<file path="config.mk">
export PLATFORM = sky130hd
export DESIGN_NAME = json_string_unescape_core
export DESIGN_NICKNAME = d
export VERILOG_FILES = /design/src/rtl/jsu_pkg.sv /design/src/rtl/json_string_unescape_core.sv
export VERILOG_INCLUDE_DIRS = /design/src /design/src/rtl
export SDC_FILE = /design/constraint.sdc
export NUM_CORES = 1
export LEC_CHECK = 0
export BUFFER_PORTS_ARGS = -buffer_cell sky130_fd_sc_hd__buf_2
export CORE_ASPECT_RATIO = 1.5
export CORE_MARGIN = 2
export CORE_UTILIZATION = 55
export CTS_BUF_LIST = sky130_fd_sc_hd__clkbuf_4
export CTS_CLUSTER_SIZE = 14
export DETAILED_ROUTE_END_ITERATION = 8
export PLACE_DENSITY = 0.75
export SETUP_SLACK_MARGIN = 0.15
export SLEW_MARGIN = 5
export SYNTH_ARGS = -nofsm -noshare
export SYNTH_HDL_FRONTEND = slang
export SYNTH_SLANG_ARGS = --single-unit
</file>
<file path="constraint.sdc">
create_clock -name clk -period 3.6 [get_ports clk]
set_input_delay 0.18 -clock clk [delete_from_list [all_inputs] [get_ports clk]]
set_output_delay 0.18 -clock clk [all_outputs]
set_load 0.02 [all_outputs]
</file>
<file path="src/rtl/json_string_unescape_core_defines.svh">
// Assertion macros for the JSON string unescape core.
// Each macro takes a label, the clock, the reset, a condition and a consequence.
`ifndef JSON_STRING_UNESCAPE_CORE_DEFINES_SVH
`define JSON_STRING_UNESCAPE_CORE_DEFINES_SVH

`ifndef SYNTH

// The consequence must hold in the same cycle as the condition.
`define JSU_ASSERT_SAME(lbl, clk, rst, ante, cons) \
  lbl: assert property (@(posedge clk) disable iff (rst) (ante) |-> (cons)) \
    else $error("jsu assertion failed");

// The consequence must hold in the cycle after the condition.
`define JSU_ASSERT_NEXT(lbl, clk, rst, ante, cons) \
  lbl: assert property (@(posedge clk) disable iff (rst) (ante) |=> (cons)) \
    else $error("jsu assertion failed");

`else

`define JSU_ASSERT_SAME(lbl, clk, rst, ante, cons)
`define JSU_ASSERT_NEXT(lbl, clk, rst, ante, cons)

`endif

`endif

</file>
<file path="src/rtl/jsu_pkg.sv">
package jsu_pkg;

  // Decoder phase. The code left over in three bits is never entered and acts as idle.
  typedef enum logic [2:0] {
    PH_IDLE = 3'd0,
    PH_BODY = 3'd1,
    PH_ESC  = 3'd2,
    PH_HEX0 = 3'd3,
    PH_HEX1 = 3'd4,
    PH_HEX2 = 3'd5,
    PH_HEX3 = 3'd6
  } phase_t;

  typedef enum logic [1:0] {
    OC_CONT  = 2'd0,
    OC_CLOSE = 2'd1,
    OC_ERROR = 2'd2
  } outcome_t;

  localparam logic [7:0] CH_QUOTE     = 8'h22;
  localparam logic [7:0] CH_BACKSLASH = 8'h5C;
  localparam logic [7:0] CH_SLASH     = 8'h2F;
  localparam logic [7:0] CH_U         = 8'h75;
  localparam logic [7:0] CTRL_LIMIT   = 8'h20;
  localparam logic [7:0] U_ESC_MAX    = 8'h7F;

  typedef struct packed {
    logic       ok;
    logic [3:0] val;
  } hex_digit_t;

  typedef struct packed {
    logic       ok;
    logic [7:0] ch;
  } esc_char_t;

  function automatic hex_digit_t hex_digit(input logic [7:0] b);
    hex_digit_t r;
    r.ok  = 1'b1;
    r.val = 4'd0;
    if (b >= 8'h30 && b <= 8'h39) begin
      r.val = b[3:0];
    end else if ((b >= 8'h61 && b <= 8'h66) || (b >= 8'h41 && b <= 8'h46)) begin
      // Letters a..f and A..F share their low bits: 1..6 maps to 10..15.
      r.val = b[3:0] + 4'd9;
    end else begin
      r.ok = 1'b0;
    end
    return r;
  endfunction

  function automatic esc_char_t escape_char(input logic [7:0] b);
    esc_char_t r;
    r.ok = 1'b1;
    case (b)
      CH_QUOTE:     r.ch = CH_QUOTE;
      CH_BACKSLASH: r.ch = CH_BACKSLASH;
      CH_SLASH:     r.ch = CH_SLASH;
      8'h62:        r.ch = 8'h08;
      8'h66:        r.ch = 8'h0C;
      8'h6E:        r.ch = 8'h0A;
      8'h72:        r.ch = 8'h0D;
      8'h74:        r.ch = 8'h09;
      default: begin
        r.ok = 1'b0;
        r.ch = 8'h00;
      end
    endcase
    return r;
  endfunction

endpackage

</file>
<file path="src/rtl/json_string_unescape_core.sv">
// Channel  | Handshake           | Payload
// ---------+---------------------+---------------------------------
// input    | in_valid, in_ready  | data_byte[7:0], final_byte
// result   | out_valid, out_ready| char_valid, out_char[7:0], outcome[1:0]
//
// One result item for every input item, one item per cycle when neither side stalls.
// An accepted item waits in the input register and is decoded into the result
// register once that register can take it, and out_valid rises with the result.
// The phase and hex registers are updated once per decoded byte.
// Reset (rst, synchronous) empties both registers and returns the decoder to idle.
// A stalled result holds the input register, and in_ready falls only when both are full.

`include "json_string_unescape_core_defines.svh"

module json_string_unescape_core
  import jsu_pkg::*;
(
  input  logic       clk,
  input  logic       rst,
  input  logic       in_valid,
  output logic       in_ready,
  input  logic [7:0] data_byte,
  input  logic       final_byte,
  output logic       out_valid,
  input  logic       out_ready,
  output logic       char_valid,
  output logic [7:0] out_char,
  output logic [1:0] outcome
);

  // Input register: the byte waiting to be decoded.
  logic       held_valid;
  logic [7:0] held_byte;
  logic       held_final;

  // Decoder state.
  phase_t      phase, phase_next;
  logic [11:0] hex_accum, hex_accum_next;

  // Decoded result of the held byte.
  logic       res_valid;
  logic [7:0] res_char;
  outcome_t   res_outcome;
  hex_digit_t digit;
  esc_char_t  esc;

  logic advance;

  // The result register can take a new item when it is empty or is being drained.
  assign advance  = !out_valid || out_ready;
  assign in_ready = !held_valid || advance;

  assign digit = hex_digit(held_byte);
  assign esc   = escape_char(held_byte);

  always_ff @(posedge clk) begin
    if (rst) begin
      held_valid <= 1'b0;
    end else if (in_ready) begin
      held_valid <= in_valid;
    end
    if (in_ready && in_valid) begin
      held_byte  <= data_byte;
      held_final <= final_byte;
    end
  end

  // Result of the held byte, given the current phase.
  always_comb begin
    res_valid   = 1'b0;
    res_char    = 8'h00;
    res_outcome = OC_CONT;
    case (phase)
      PH_BODY: begin
        if (held_byte == CH_QUOTE) begin
          res_outcome = OC_CLOSE;
        end else if (held_byte == CH_BACKSLASH) begin
          res_outcome = OC_CONT;
        end else if (held_byte < CTRL_LIMIT) begin
          res_outcome = OC_ERROR;
        end else begin
          res_valid = 1'b1;
          res_char  = held_byte;
        end
      end
      PH_ESC: begin
        if (held_byte == CH_U) begin
          res_outcome = OC_CONT;
        end else if (esc.ok) begin
          res_valid = 1'b1;
          res_char  = esc.ch;
        end else begin
          res_outcome = OC_ERROR;
        end
      end
      PH_HEX0, PH_HEX1, PH_HEX2: begin
        if (!digit.ok) begin
          res_outcome = OC_ERROR;
        end
      end
      PH_HEX3: begin
        // The first three digits must leave the value within plain ASCII.
        if (!digit.ok || hex_accum > {8'd0, U_ESC_MAX[7:4]}) begin
          res_outcome = OC_ERROR;
        end else begin
          res_valid = 1'b1;
          res_char  = {hex_accum[3:0], digit.val};
        end
      end
      default: begin
        if (held_byte != CH_QUOTE) begin
          res_outcome = OC_ERROR;
        end
      end
    endcase
    // A string that ends before its closing quote is malformed.
    if (held_final && res_outcome == OC_CONT) begin
      res_outcome = OC_ERROR;
    end
    if (res_outcome != OC_CONT) begin
      res_valid = 1'b0;
      res_char  = 8'h00;
    end
  end

  // Next phase and hex accumulator.
  always_comb begin
    phase_next     = phase;
    hex_accum_next = hex_accum;
    case (phase)
      PH_BODY: begin
        if (held_byte == CH_BACKSLASH) begin
          phase_next = PH_ESC;
        end
      end
      PH_ESC: begin
        if (held_byte == CH_U) begin
          phase_next     = PH_HEX0;
          hex_accum_next = 12'd0;
        end else begin
          phase_next = PH_BODY;
        end
      end
      PH_HEX0: begin
        phase_next     = PH_HEX1;
        hex_accum_next = {hex_accum[7:0], digit.val};
      end
      PH_HEX1: begin
        phase_next     = PH_HEX2;
        hex_accum_next = {hex_accum[7:0], digit.val};
      end
      PH_HEX2: begin
        phase_next     = PH_HEX3;
        hex_accum_next = {hex_accum[7:0], digit.val};
      end
      PH_HEX3: begin
        phase_next = PH_BODY;
      end
      default: begin
        phase_next = PH_BODY;
      end
    endcase
    // Any close or error ends the string and returns to idle.
    if (res_outcome != OC_CONT) begin
      phase_next     = PH_IDLE;
      hex_accum_next = 12'd0;
    end
  end

  always_ff @(posedge clk) begin
    if (rst) begin
      phase     <= PH_IDLE;
      hex_accum <= 12'd0;
      out_valid <= 1'b0;
    end else if (advance) begin
      out_valid <= held_valid;
      if (held_valid) begin
        phase     <= phase_next;
        hex_accum <= hex_accum_next;
      end
    end
    if (advance && held_valid) begin
      char_valid <= res_valid;
      out_char   <= res_char;
      outcome    <= res_outcome;
    end
  end

  // A close or an error never carries a character.
  `JSU_ASSERT_SAME(a_end_no_char, clk, rst, out_valid && outcome != OC_CONT,
                   !char_valid && out_char == 8'h00)
  // Closing the string or an error puts the decoder back in idle.
  `JSU_ASSERT_NEXT(a_end_to_idle, clk, rst, advance && held_valid && res_outcome != OC_CONT,
                   phase == PH_IDLE)
  // The last byte of the input always ends the string.
  `JSU_ASSERT_NEXT(a_final_to_idle, clk, rst, advance && held_valid && held_final, phase == PH_IDLE)
  // A fresh \u sequence starts from an empty accumulator.
  `JSU_ASSERT_SAME(a_hex_start_clear, clk, rst, phase == PH_HEX0, hex_accum == 12'd0)

endmodule
</file>
### Yosys cells after proc, flatten, opt, wreduce, memory -nomap -nowiden

Cells that the tools add are included.

| storage, ports and cells | value |
|---|---|
| flip-flop bits (word level) | 37 |
| output and inout bits | 13 |
| logic and storage cells | 93 |

| operators by class | value |
|---|---|
| add/sub/neg operators | 1 |
| order comparisons | 8 |
| eq/ne operators | 18 |
| multiplexer cells | 37 |
| reductions and logical operators | 20 |

Operator list:

| cell | count |
|---|---|
| $eq A8 B7 Y1 const B | 7 |
| $pmux W7 S8 | 1 |
| $mux W8 | 6 |
| $mux W12 | 2 |
| $pmux W12 S2 | 1 |
| $pmux W8 S3 | 1 |
| $mux W2 | 10 |
| $eq A8 B6 Y1 const B | 2 |
| $ge A8 B7 Y1 const B | 2 |
| $le A8 B7 Y1 const B | 2 |
| $pmux W3 S5 | 1 |
| $gt A12 B3 Y1 const B | 1 |
| $eq A3 B3 Y1 const B | 3 |
| $mux W1 | 9 |
| $ge A8 B6 Y1 const B | 1 |
| $le A8 B6 Y1 const B | 1 |
| $lt A8 B6 Y1 const B | 1 |
| $mux W4 | 2 |
| $ne A8 B6 Y1 const B | 1 |
| $pmux W2 S4 | 1 |
| $reduce_or A8 Y1 | 1 |
| $eq A3 B2 Y1 const B | 2 |
| $logic_and A1 B1 Y1 | 6 |
| $mux W3 | 2 |
| 12 further kinds | 18 |

### Logic depth before layout (Yosys ltp)

Gate-level depths: netlist of run 1.

| depth | value |
|---|---|
| word-level depth | 15 |
| gate-level depth with buffers | 10 |
| gate-level depth less buffers | 9 |

### Worst setup path before layout of run 1

Ideal clock, no wire load.

| timing | value |
|---|---|
| kind | reg2reg |
| start point | register held_byte[0] |
| end point | register hex_accum[10] |
| arrival time | 2447 ps |
| setup slack | 1082 ps |
| cell stages (with the launch flop) | 10 |
| path buffers | 1 |
| period minus slack after synthesis | 2518 ps |
| cell sequence | edfxtp_1 > ha_1 > nand2b_1 > o311ai_0 > o22ai_1 > nor3_1 > nor4_4 > a21oi_4 > buf_8 > mux2i_1 |

| between the ends | value |
|---|---|
| word-level cells in the longest chain between the ends | 15 |
| elaborated cells on any way between the ends | 44 |
| classes of those cells | order compare: 7; eq/ne: 11; mux: 14; reduce/logical: 12 |

RTL lines:

| item | line | RTL |
|---|---|---|
| start: declaration | json_string_unescape_core.sv:33 | `logic [7:0] held_byte;` |
| start signal: assignment | json_string_unescape_core.sv:63 | `held_byte <= data_byte;` |
| $ge A8 B7 Y1 / $le A8 B7 Y1 (equally long branches) | jsu_pkg.sv:43 | `end else if ((b >= 8'h61 && b <= 8'h66) \|\| (b >= 8'h41 && b <= 8'h46)) begin` |
| $logic_and A1 B1 Y1 | jsu_pkg.sv:43 |  |
| $logic_or A1 B1 Y1 | jsu_pkg.sv:43 |  |
| $mux W1 | jsu_pkg.sv:43 |  |
| $mux W1 | jsu_pkg.sv:41 | `if (b >= 8'h30 && b <= 8'h39) begin` |
| $logic_not A1 Y1 | json_string_unescape_core.sv:103 | `if (!digit.ok \|\| hex_accum > {8'd0, U_ESC_MAX[7:4]}) begin` |
| $logic_or A1 B1 Y1 | json_string_unescape_core.sv:103 |  |
| $mux W2 | json_string_unescape_core.sv:103 |  |
| $pmux W2 S4 | json_string_unescape_core.sv:73 | `case (phase)` |
| $logic_not A2 Y1 | json_string_unescape_core.sv:117 | `if (held_final && res_outcome == OC_CONT) begin` |
| $logic_and A1 B1 Y1 | json_string_unescape_core.sv:117 |  |
| $mux W2 | json_string_unescape_core.sv:117 |  |
| $reduce_bool A2 Y1 | json_string_unescape_core.sv:164 | `if (res_outcome != OC_CONT) begin` |
| $ne A3 B3 Y1 (no source line) / $reduce_bool A3 Y1 (equally long branches) | - |  |
| $reduce_and A4 Y1 (no source line) | - |  |
| end signal: assignment | json_string_unescape_core.sv:179 | `hex_accum <= hex_accum_next;` |
| end: declaration | json_string_unescape_core.sv:38 | `logic [11:0] hex_accum, hex_accum_next;` |

Parallel ways exist; a longest one is shown, timed or not.
A chain may end at the register's enable or synchronous reset.

### Final worst setup path of run 1

| timing | value |
|---|---|
| start point | register held_byte[2] |
| end point | register hex_accum[6] |

Same word-level chain as after synthesis.

==> results of run 1 <==
cell type report:
| type | count | area share, % |
|---|---|---|
| clock buffers | 6 | 1.73 |
| inverters | 6 | 0.865 |
| repair buffers | 34 | 8.17 |
| well taps | 46 | 2.21 |
| flip-flops and latches | 37 | 36.2 |
| clock inverters | 2 | 0.385 |
| multi-input cells | 186 | 50.5 |
synth_stat cells (2+ instances only):
cell | instances | area (um^2)
buf_4 | 3 | 22.5
and2b_2 | 3 | 26.3
nand4_1 | 2 | 12.5
a222oi_1 | 3 | 30.0
and3_2 | 2 | 15.0
or2b_1 | 3 | 22.5
o22ai_1 | 2 | 12.5
clkbuf_8 | 2 | 27.5
buf_6 | 4 | 45.0
a21oi_1 | 12 | 60.1
mux2i_1 | 12 | 120
a211oi_1 | 2 | 15.0
o31ai_1 | 3 | 22.5
nand2_1 | 26 | 97.6
edfxtp_1 | 20 | 601
nand3_1 | 7 | 35.0
nand4b_1 | 2 | 17.5
nor3_1 | 4 | 20.0
ha_1 | 5 | 62.6
o31a_1 | 2 | 17.5
nor2b_1 | 5 | 31.3
o21ai_0 | 8 | 40.0
nand2b_1 | 8 | 50.1
nand3b_1 | 3 | 22.5
o211ai_1 | 2 | 15.0
inv_1 | 5 | 18.8
a31oi_1 | 2 | 12.5
nor2_1 | 24 | 90.1
nor4_1 | 2 | 12.5
or2b_2 | 9 | 78.8
dfxtp_1 | 17 | 340
per-stage QoR:
stage	hold WS, ns	setup WS (ns)	std cells
3_5_place_dp	0.358	0.571	301
5_1_grt	0.00727	0.264	317
3_3_place_gp	0.356	0.673	301
2_1_floorplan	0.279	1.08	242
6_report	0.0147	0.519	317
4_1_cts	0.00198	0.535	310
worst min path at each step:
stage | to | slack [ns] | cells after the start
2_1_floorplan | held_byte[0] | 0.28 | 0
3_3_place_gp | held_byte[2] | 0.36 | 1
3_5_place_dp | held_byte[0] | 0.36 | 1
4_1_cts | held_byte[0] | 0.002 | 1
5_1_grt | held_final | 0.007 | 1
6_report | held_final | 0.01 | 1
timing repair:
item,in CTS,in global routing
gates resized for setup,0,0
endpoints found under the hold margin,1,7
hold buffers,1,7
placed cells by master (no fill, tap or decap), types with 2 or more instances in the layout:
cell           count
a222oi_1           3
dlygate4sd3_1      8
dfxtp_1           17
edfxtp_1          20
a211oi_1           2
nand4_1            2
nor2_1            24
o21ai_0            8
clkbuf_4           6
nand2b_1           8
and3_2             2
mux2i_1           12
o31ai_1            3
or2b_1             3
or2b_2             9
a21oi_1           12
and2b_2            3
inv_1              5
clkinv_2           2
nand4b_1           2
o211ai_1           2
o22ai_1            2
nor3_1             4
nor4_1             2
buf_2             25
nand3_1            7
nand3b_1           3
nor2b_1            5
nand2_1           26
a31oi_1            2
o31a_1             2
ha_1               5
critical path: cells and delay by family (launching register included):
kind / cells / cell delay [ns]
compound gates: 3 / 1.49
simple gates: 2 / 0.53
flops: 1 / 0.63
mux: 1 / 0.27
buf+inv: 1 / 0.09
kinds of logic after synthesis:
kind of cell	Yosys count	share of synthesized area (%)
buffers and inverters	19	6.19
and+or+nand+nor	115	29.5
muxes	12	5.00
DFF	37	39.1
adders and majority gates	5	2.60
AOI/OAI and AO/OA	53	17.2
xor gates and xnor gates	1	0.364
state kept, by name, summed over array words and instances, names as in the netlist:
| name | count |
|---|---|
| out_valid | 1 |
| outcome | 2 |
| hex_accum | 12 |
| char_valid | 1 |
| held_valid | 1 |
| out_char | 8 |
| held_byte | 8 |
| held_final | 1 |
| phase | 3 |
per-layer routing:
metal | vias to the layer above | routed length (um) | part of all wire, %
met1 | 876 | 2070 | 39
met3 | 17 | 288 | 5.4
met5 | - | 0 | 0
met2 | 80 | 2750 | 52
met4 | 0 | 205 | 3.9
li1 | 948 | - | -
power by group:
group          internal [mW]  leakage, nW  switching (mW)  total [mW]
Clock                 0.0821       0.0354           0.140       0.222
Combinational         0.0347        0.538          0.0428      0.0775
Sequential             0.458        0.319          0.0196       0.477
==> key figures, run 1 <==
Critical path
  • Nature of the critical path endpoint: flip-flop
  • CP cell instances: and4b_2 -> a311oi_4 -> inv_2 -> o41ai_2 -> nor4_4 -> a21oi_4 -> mux2i_1
  • R2r endpoint: hex_accum[6]
  • Worst reg2reg startpoint: held_byte[2]
  • Register-to-Register Path Depth: 7
  • Reg-to-reg setup timing slack: 0.52 ns
  • Max stage delay on crit path: 0.63 ns
  • Slowest-stage cell, CP: edfxtp_1
  • CP required: 3.87 ns
  • WP data arrival: 3.35 ns
  • CP Class: reg2reg
  • CP Max Fanout: 17
  • Critical Path Source Type: flip-flop
  • Critical Path Sink: hex_accum[6]
  • Crit path from: held_byte[2]

STA
  • Slew Viols, Final: 0
  • Setup TNS: 0 ns
  • Slew headroom: about three fifths
  • Final worst-path cycle share: roughly 86%
  • Tmin final: between 3 and 4 ns
  • Least-Margin Pin Slew: 0.583 ns
  • F_max: 325 MHz
  • Worst Skew: 0.00346 ns
  • Hold Violations, Final: 0
  • # setup viols final: 0
  • RSZ-0062 raised after global routing: false

Placement
  • GPL Wtd Cong: 0.876
  • Hpwl dp: 3.73 mm
  • Area after DPL: around 0.0025 mm^2
  • Port Buffers: 25

Floorplanning
  • Die height: 85.0 um
  • Die X: 58.0 um
  • Starting Density: 57.1%
  • Die area: around 0.0049 mm^2
  • Core area: 0.00421 mm^2
  • Io pins: 26
  • FP Rows: 29

Final layout
  • Multi-input logic area: between 0.001 and 0.0015 mm^2
  • # nets final: 288
  • Layout cell share with drive strength beyond 1: between 20 and 25%
  • Area grow syn2layout: 8.28%
  • N_diodes: 0
  • # fillers: between 300 and 400
  • Register area: 941 um^2
  • Cell area after layout: 0.00260 mm^2
  • Final core area utilization: 61.8%

Logic synthesis
  • Synth Register Bits: 37
  • Number of synthesized flops with an enable pin: 20
  • Synth async-reset ratio: 0%
  • Post-Synthesis Cell Area: 0.00240 mm^2
  • Ys flop type: edfxtp_1
  • Syn Area/Cell: 9.93 um^2
  • Post-synthesis sequential area ratio: 39.1%
  • Post-Synthesis Cells: ~240
  • Yosys warns: 0
  • Syn nets: 260
  • Yosys cell types: 69

Clocking
  • TritonCTS clock tree: built
  • Root Driver: clkbuf_4
  • CTS Sinks: 37
  • Clk_lat worst skew: 0.34 ns
  • H-tree lvl count: 2
  • CTS Buf Count: 5
  • Setup bufs post-CTS: 0
  • Clock transition at the registers of the reported paths: 0.11 ns
  • Max Root-Sink Buffers: 2

Global routing
  • First-pass GRT wire length: about 8.5 mm
  • Largest net degree at the start of global routing: 20
  • Grt met1 use: about a quarter
  • Met3 Use GR: 4.12%
  • Initial antenna violation count: 0
  • GR peak layer: met2
  • Total gr overflow: 0
  • Vias in the first global route: 1884
  • Grt met2 use: 37.1%
  • GRT Overall Usage: 22.3%

Power
  • Leakage Power: around 0.89 nW
  • Total power: 0.777 mW
  • Worst vdd ir: 0.000291 V
  • Power density cells: about 300 mW/mm^2

Routing
  • Vias/cell: slightly above 6
  • Routed wire length: between 5 and 6 mm
  • Antenna-violating nets left: 0
  • Vias post-DR: 1921
  • DRT Pass-1 Iters: 4
  • 1st-iter DRT viols: around 120
  • WL/cell: 16.8 um
  • DRC violations left: 0

Status
  • Status: completed

Min path
  • Hold_sp: final_byte
  • Hold WC Path Type: in2reg

Flow run
  • Max Cap Violations: 0
(Power assumes the default switching activity.)
==> run 2: changes to the inputs <==
- GPL_ROUTABILITY_DRIVEN: not set -> 0
- RECOVER_POWER: not set -> 50
==> run 2 against run 1 <==
  * Final cell count unchanged
  * Sequential cell count unchanged
  * Die area is the same
  * Design area is 0.63% lower
  * Global-route usage unchanged
  * Via count grew 0.68%
  * Clock skew about the same
  * Core utilization decreased by 0.39 points
  * First-iteration DRC count unchanged
  * Sequential share of layout area up 0.23 points
  * Routed wire length decreased by 0.13%
  * Worst setup slack got worse by 0.022 ns
  * Critical endpoint unchanged
  * Largest cell class unchanged
  * Largest power group unchanged
==> key figures, run 2 (synthesis results as in run 1) <==
Status
  • Status: completed

Critical path
  • Worst reg2reg startpoint: held_byte[2]
  • WP data arrival: 3.37 ns
  • R2r endpoint: hex_accum[6]
  • CP Class: reg2reg
  • Slowest-stage cell, CP: edfxtp_1
  • Register-to-Register Path Depth: 7
  • Bufs and invs on worst path: 1
  • Nature of the critical path endpoint: flip-flop
  • Critical Path Source Type: flip-flop
  • CP top delay family: compound AO/OA/AOI/OAI gates
  • Max stage delay on crit path: 0.63 ns
  • CP cell instances: and4b_2 -> a311oi_4 -> inv_2 -> o41ai_2 -> nor4_4 -> a21oi_4 -> mux2i_1
  • CP Max Fanout: 17
  • CP required: 3.87 ns
  • Reg-to-reg setup timing slack: 0.50 ns

Floorplanning
  • Die X: between 50 and 60 um
  • Io pins: 26
  • Core area: 0.00421 mm^2
  • Die area: just under 0.005 mm^2
  • Starting Density: 57.1%
  • FP Rows: 29
  • Die height: 85.0 um

Min path
  • Worst hold path depth: 1
  • Hold_sp: final_byte
  • Hold WC Path Type: in2reg
  • Hold endpoint: held_final

Power
  • Total power: approximately 0.78 mW
  • Clock share of power: 28.6%
  • Worst vdd ir: 0.000291 V
  • Flop pwr share: 61.6%
  • Switch Pwr: 0.202 mW
  • Power density cells: 300 mW/mm^2
  • Leakage Power: between 0.8 and 0.9 nW
  • Switching part of the total: between 20% and 30%
  • Comb power frac: 9.8%
  • Internal Pwr Total: 0.573 mW

Global routing
  • Vias in the first global route: 1884
  • GRT Overall Usage: 22.3%
  • Largest net degree at the start of global routing: 20
  • Initial antenna violation count: 0
  • First-pass GRT wire length: 8.55 mm
  • Total gr overflow: 0

Final layout
  • N_diodes: 0
  • # nets final: 288
  • Most common cell after layout, fill and taps aside: nand2_1
  • Max reg flops: 12
  • Layout cell share with drive strength beyond 1: 19.9%
  • Largest Register: hex_accum
  • Area grow syn2layout: 7.60%
  • Most frequent cells in the layout: 26 x nand2_1, 24 x nor2_1, 20 x edfxtp_1
  • Final core area utilization: 61.4%
  • Regs by FF count: hex_accum (12), held_byte (8), out_char (8)

STA
  • Worst Skew: 0.00382 ns
  • Hold Violations, Final: 0
  • Slew Viols, Final: 0
  • Least-Margin Pin Slew: 0.582 ns
  • Setup TNS: 0 ns
  • F_max: about 320 MHz
  • # setup viols final: 0
  • Tmin final: between 3 and 4 ns
  • Slew headroom: 60.8%
  • RSZ-0062 raised after global routing: false
  • Worst hold slack: about 0.015 ns
  • Final worst-path cycle share: 86.2%

Routing
  • 1st-iter DRT viols: 122
  • DRC violations left: 0
  • DRT Pass-1 Iters: 4
  • Vias/cell: just over 6
  • Antenna-violating nets left: 0
  • Vias post-DR: 1934
  • Routed wire length: 5.31 mm
  • WL/cell: 16.7 um

Clocking
  • Max Root-Sink Buffers: 2
  • Clock transition at the registers of the reported paths: approximately 0.11 ns
  • CTS Sinks: 37
  • CTS Buf Count: 5
  • Root Driver: clkbuf_4
  • H-tree lvl count: 2
  • TritonCTS clock tree: built
  • Post_cts resized: 0
  • Clk_lat worst skew: 0.34 ns

Placement
  • Hpwl dp: approximately 3.7 mm
  • Port Buffers: 25

Flow run
  • Max Cap Violations: 0
-- run 2: cell types whose count changed in the layout (fill, tap and decap cells not counted) --
cell / change
and2_0: +1
clkbuf_1: +13
and2_1: -1
buf_2: -13
-- run 2: layout make-up --
| type | instances | area [um^2] |
|---|---|---|
| multi-input cells | 186 | 1310 |
| fillers | 371 | 1620 |
| inverters | 6 | 22.5 |
| repair buffers | 34 | 196 |
| clock inverters | 2 | 10.0 |
| clock buffers | 6 | 45.0 |
| well taps | 46 | 57.6 |
| flip-flops and latches | 37 | 941 |
-- run 2: what timing repair did --
action,in CTS,in global routing
hold buffers,1,7
hold endpoints to repair,1,7
setup buffers,0,0
endpoints found under the setup margin,0,0
-- run 2: layer usage --
layer	GRT usage, %	wire length (um)
met5	0	0
met4	12.9	214
met3	4.12	294
met2	37.1	2750
met1	26.4	2050
-- run 2: worst max path at each step --
stage | startpoint | endpoint | slack, ns | cells after the start
3_3_place_gp | held_byte[0] | hex_accum[7] | 0.67 | 9
3_5_place_dp | held_byte[6] | hex_accum[6] | 0.57 | 7
5_1_grt | held_byte[0] | hex_accum[6] | 0.26 | 9
6_report | held_byte[2] | hex_accum[6] | 0.50 | 7
2_1_floorplan | held_byte[0] | hex_accum[10] | 1.08 | 9
4_1_cts | held_byte[2] | hex_accum[6] | 0.54 | 7
-- run 2: power by group through the flow --
stage / sequential [mW] / combinational, mW / clock [mW]
detailed placement: 0.486 / 0.0699 / 0
CTS: 0.476 / 0.0708 / 0.225
global route: 0.480 / 0.0824 / 0.240
floorplan: 0.482 / 0.0563 / 0
finish: 0.478 / 0.0757 / 0.222
global placement: 0.485 / 0.0690 / 0
-- run 2: stage by stage --
| step | worst slack [ns] | instances | cell area [um^2] |
|---|---|---|---|
| after global routing | 0.264 | 317 | 2590 |
| after floorplan | 1.08 | 242 | 2400 |
| final | 0.497 | 317 | 2590 |
| after global placement | 0.673 | 301 | 2470 |
| after detailed placement | 0.571 | 301 | 2470 |
| after CTS | 0.535 | 310 | 2530 |
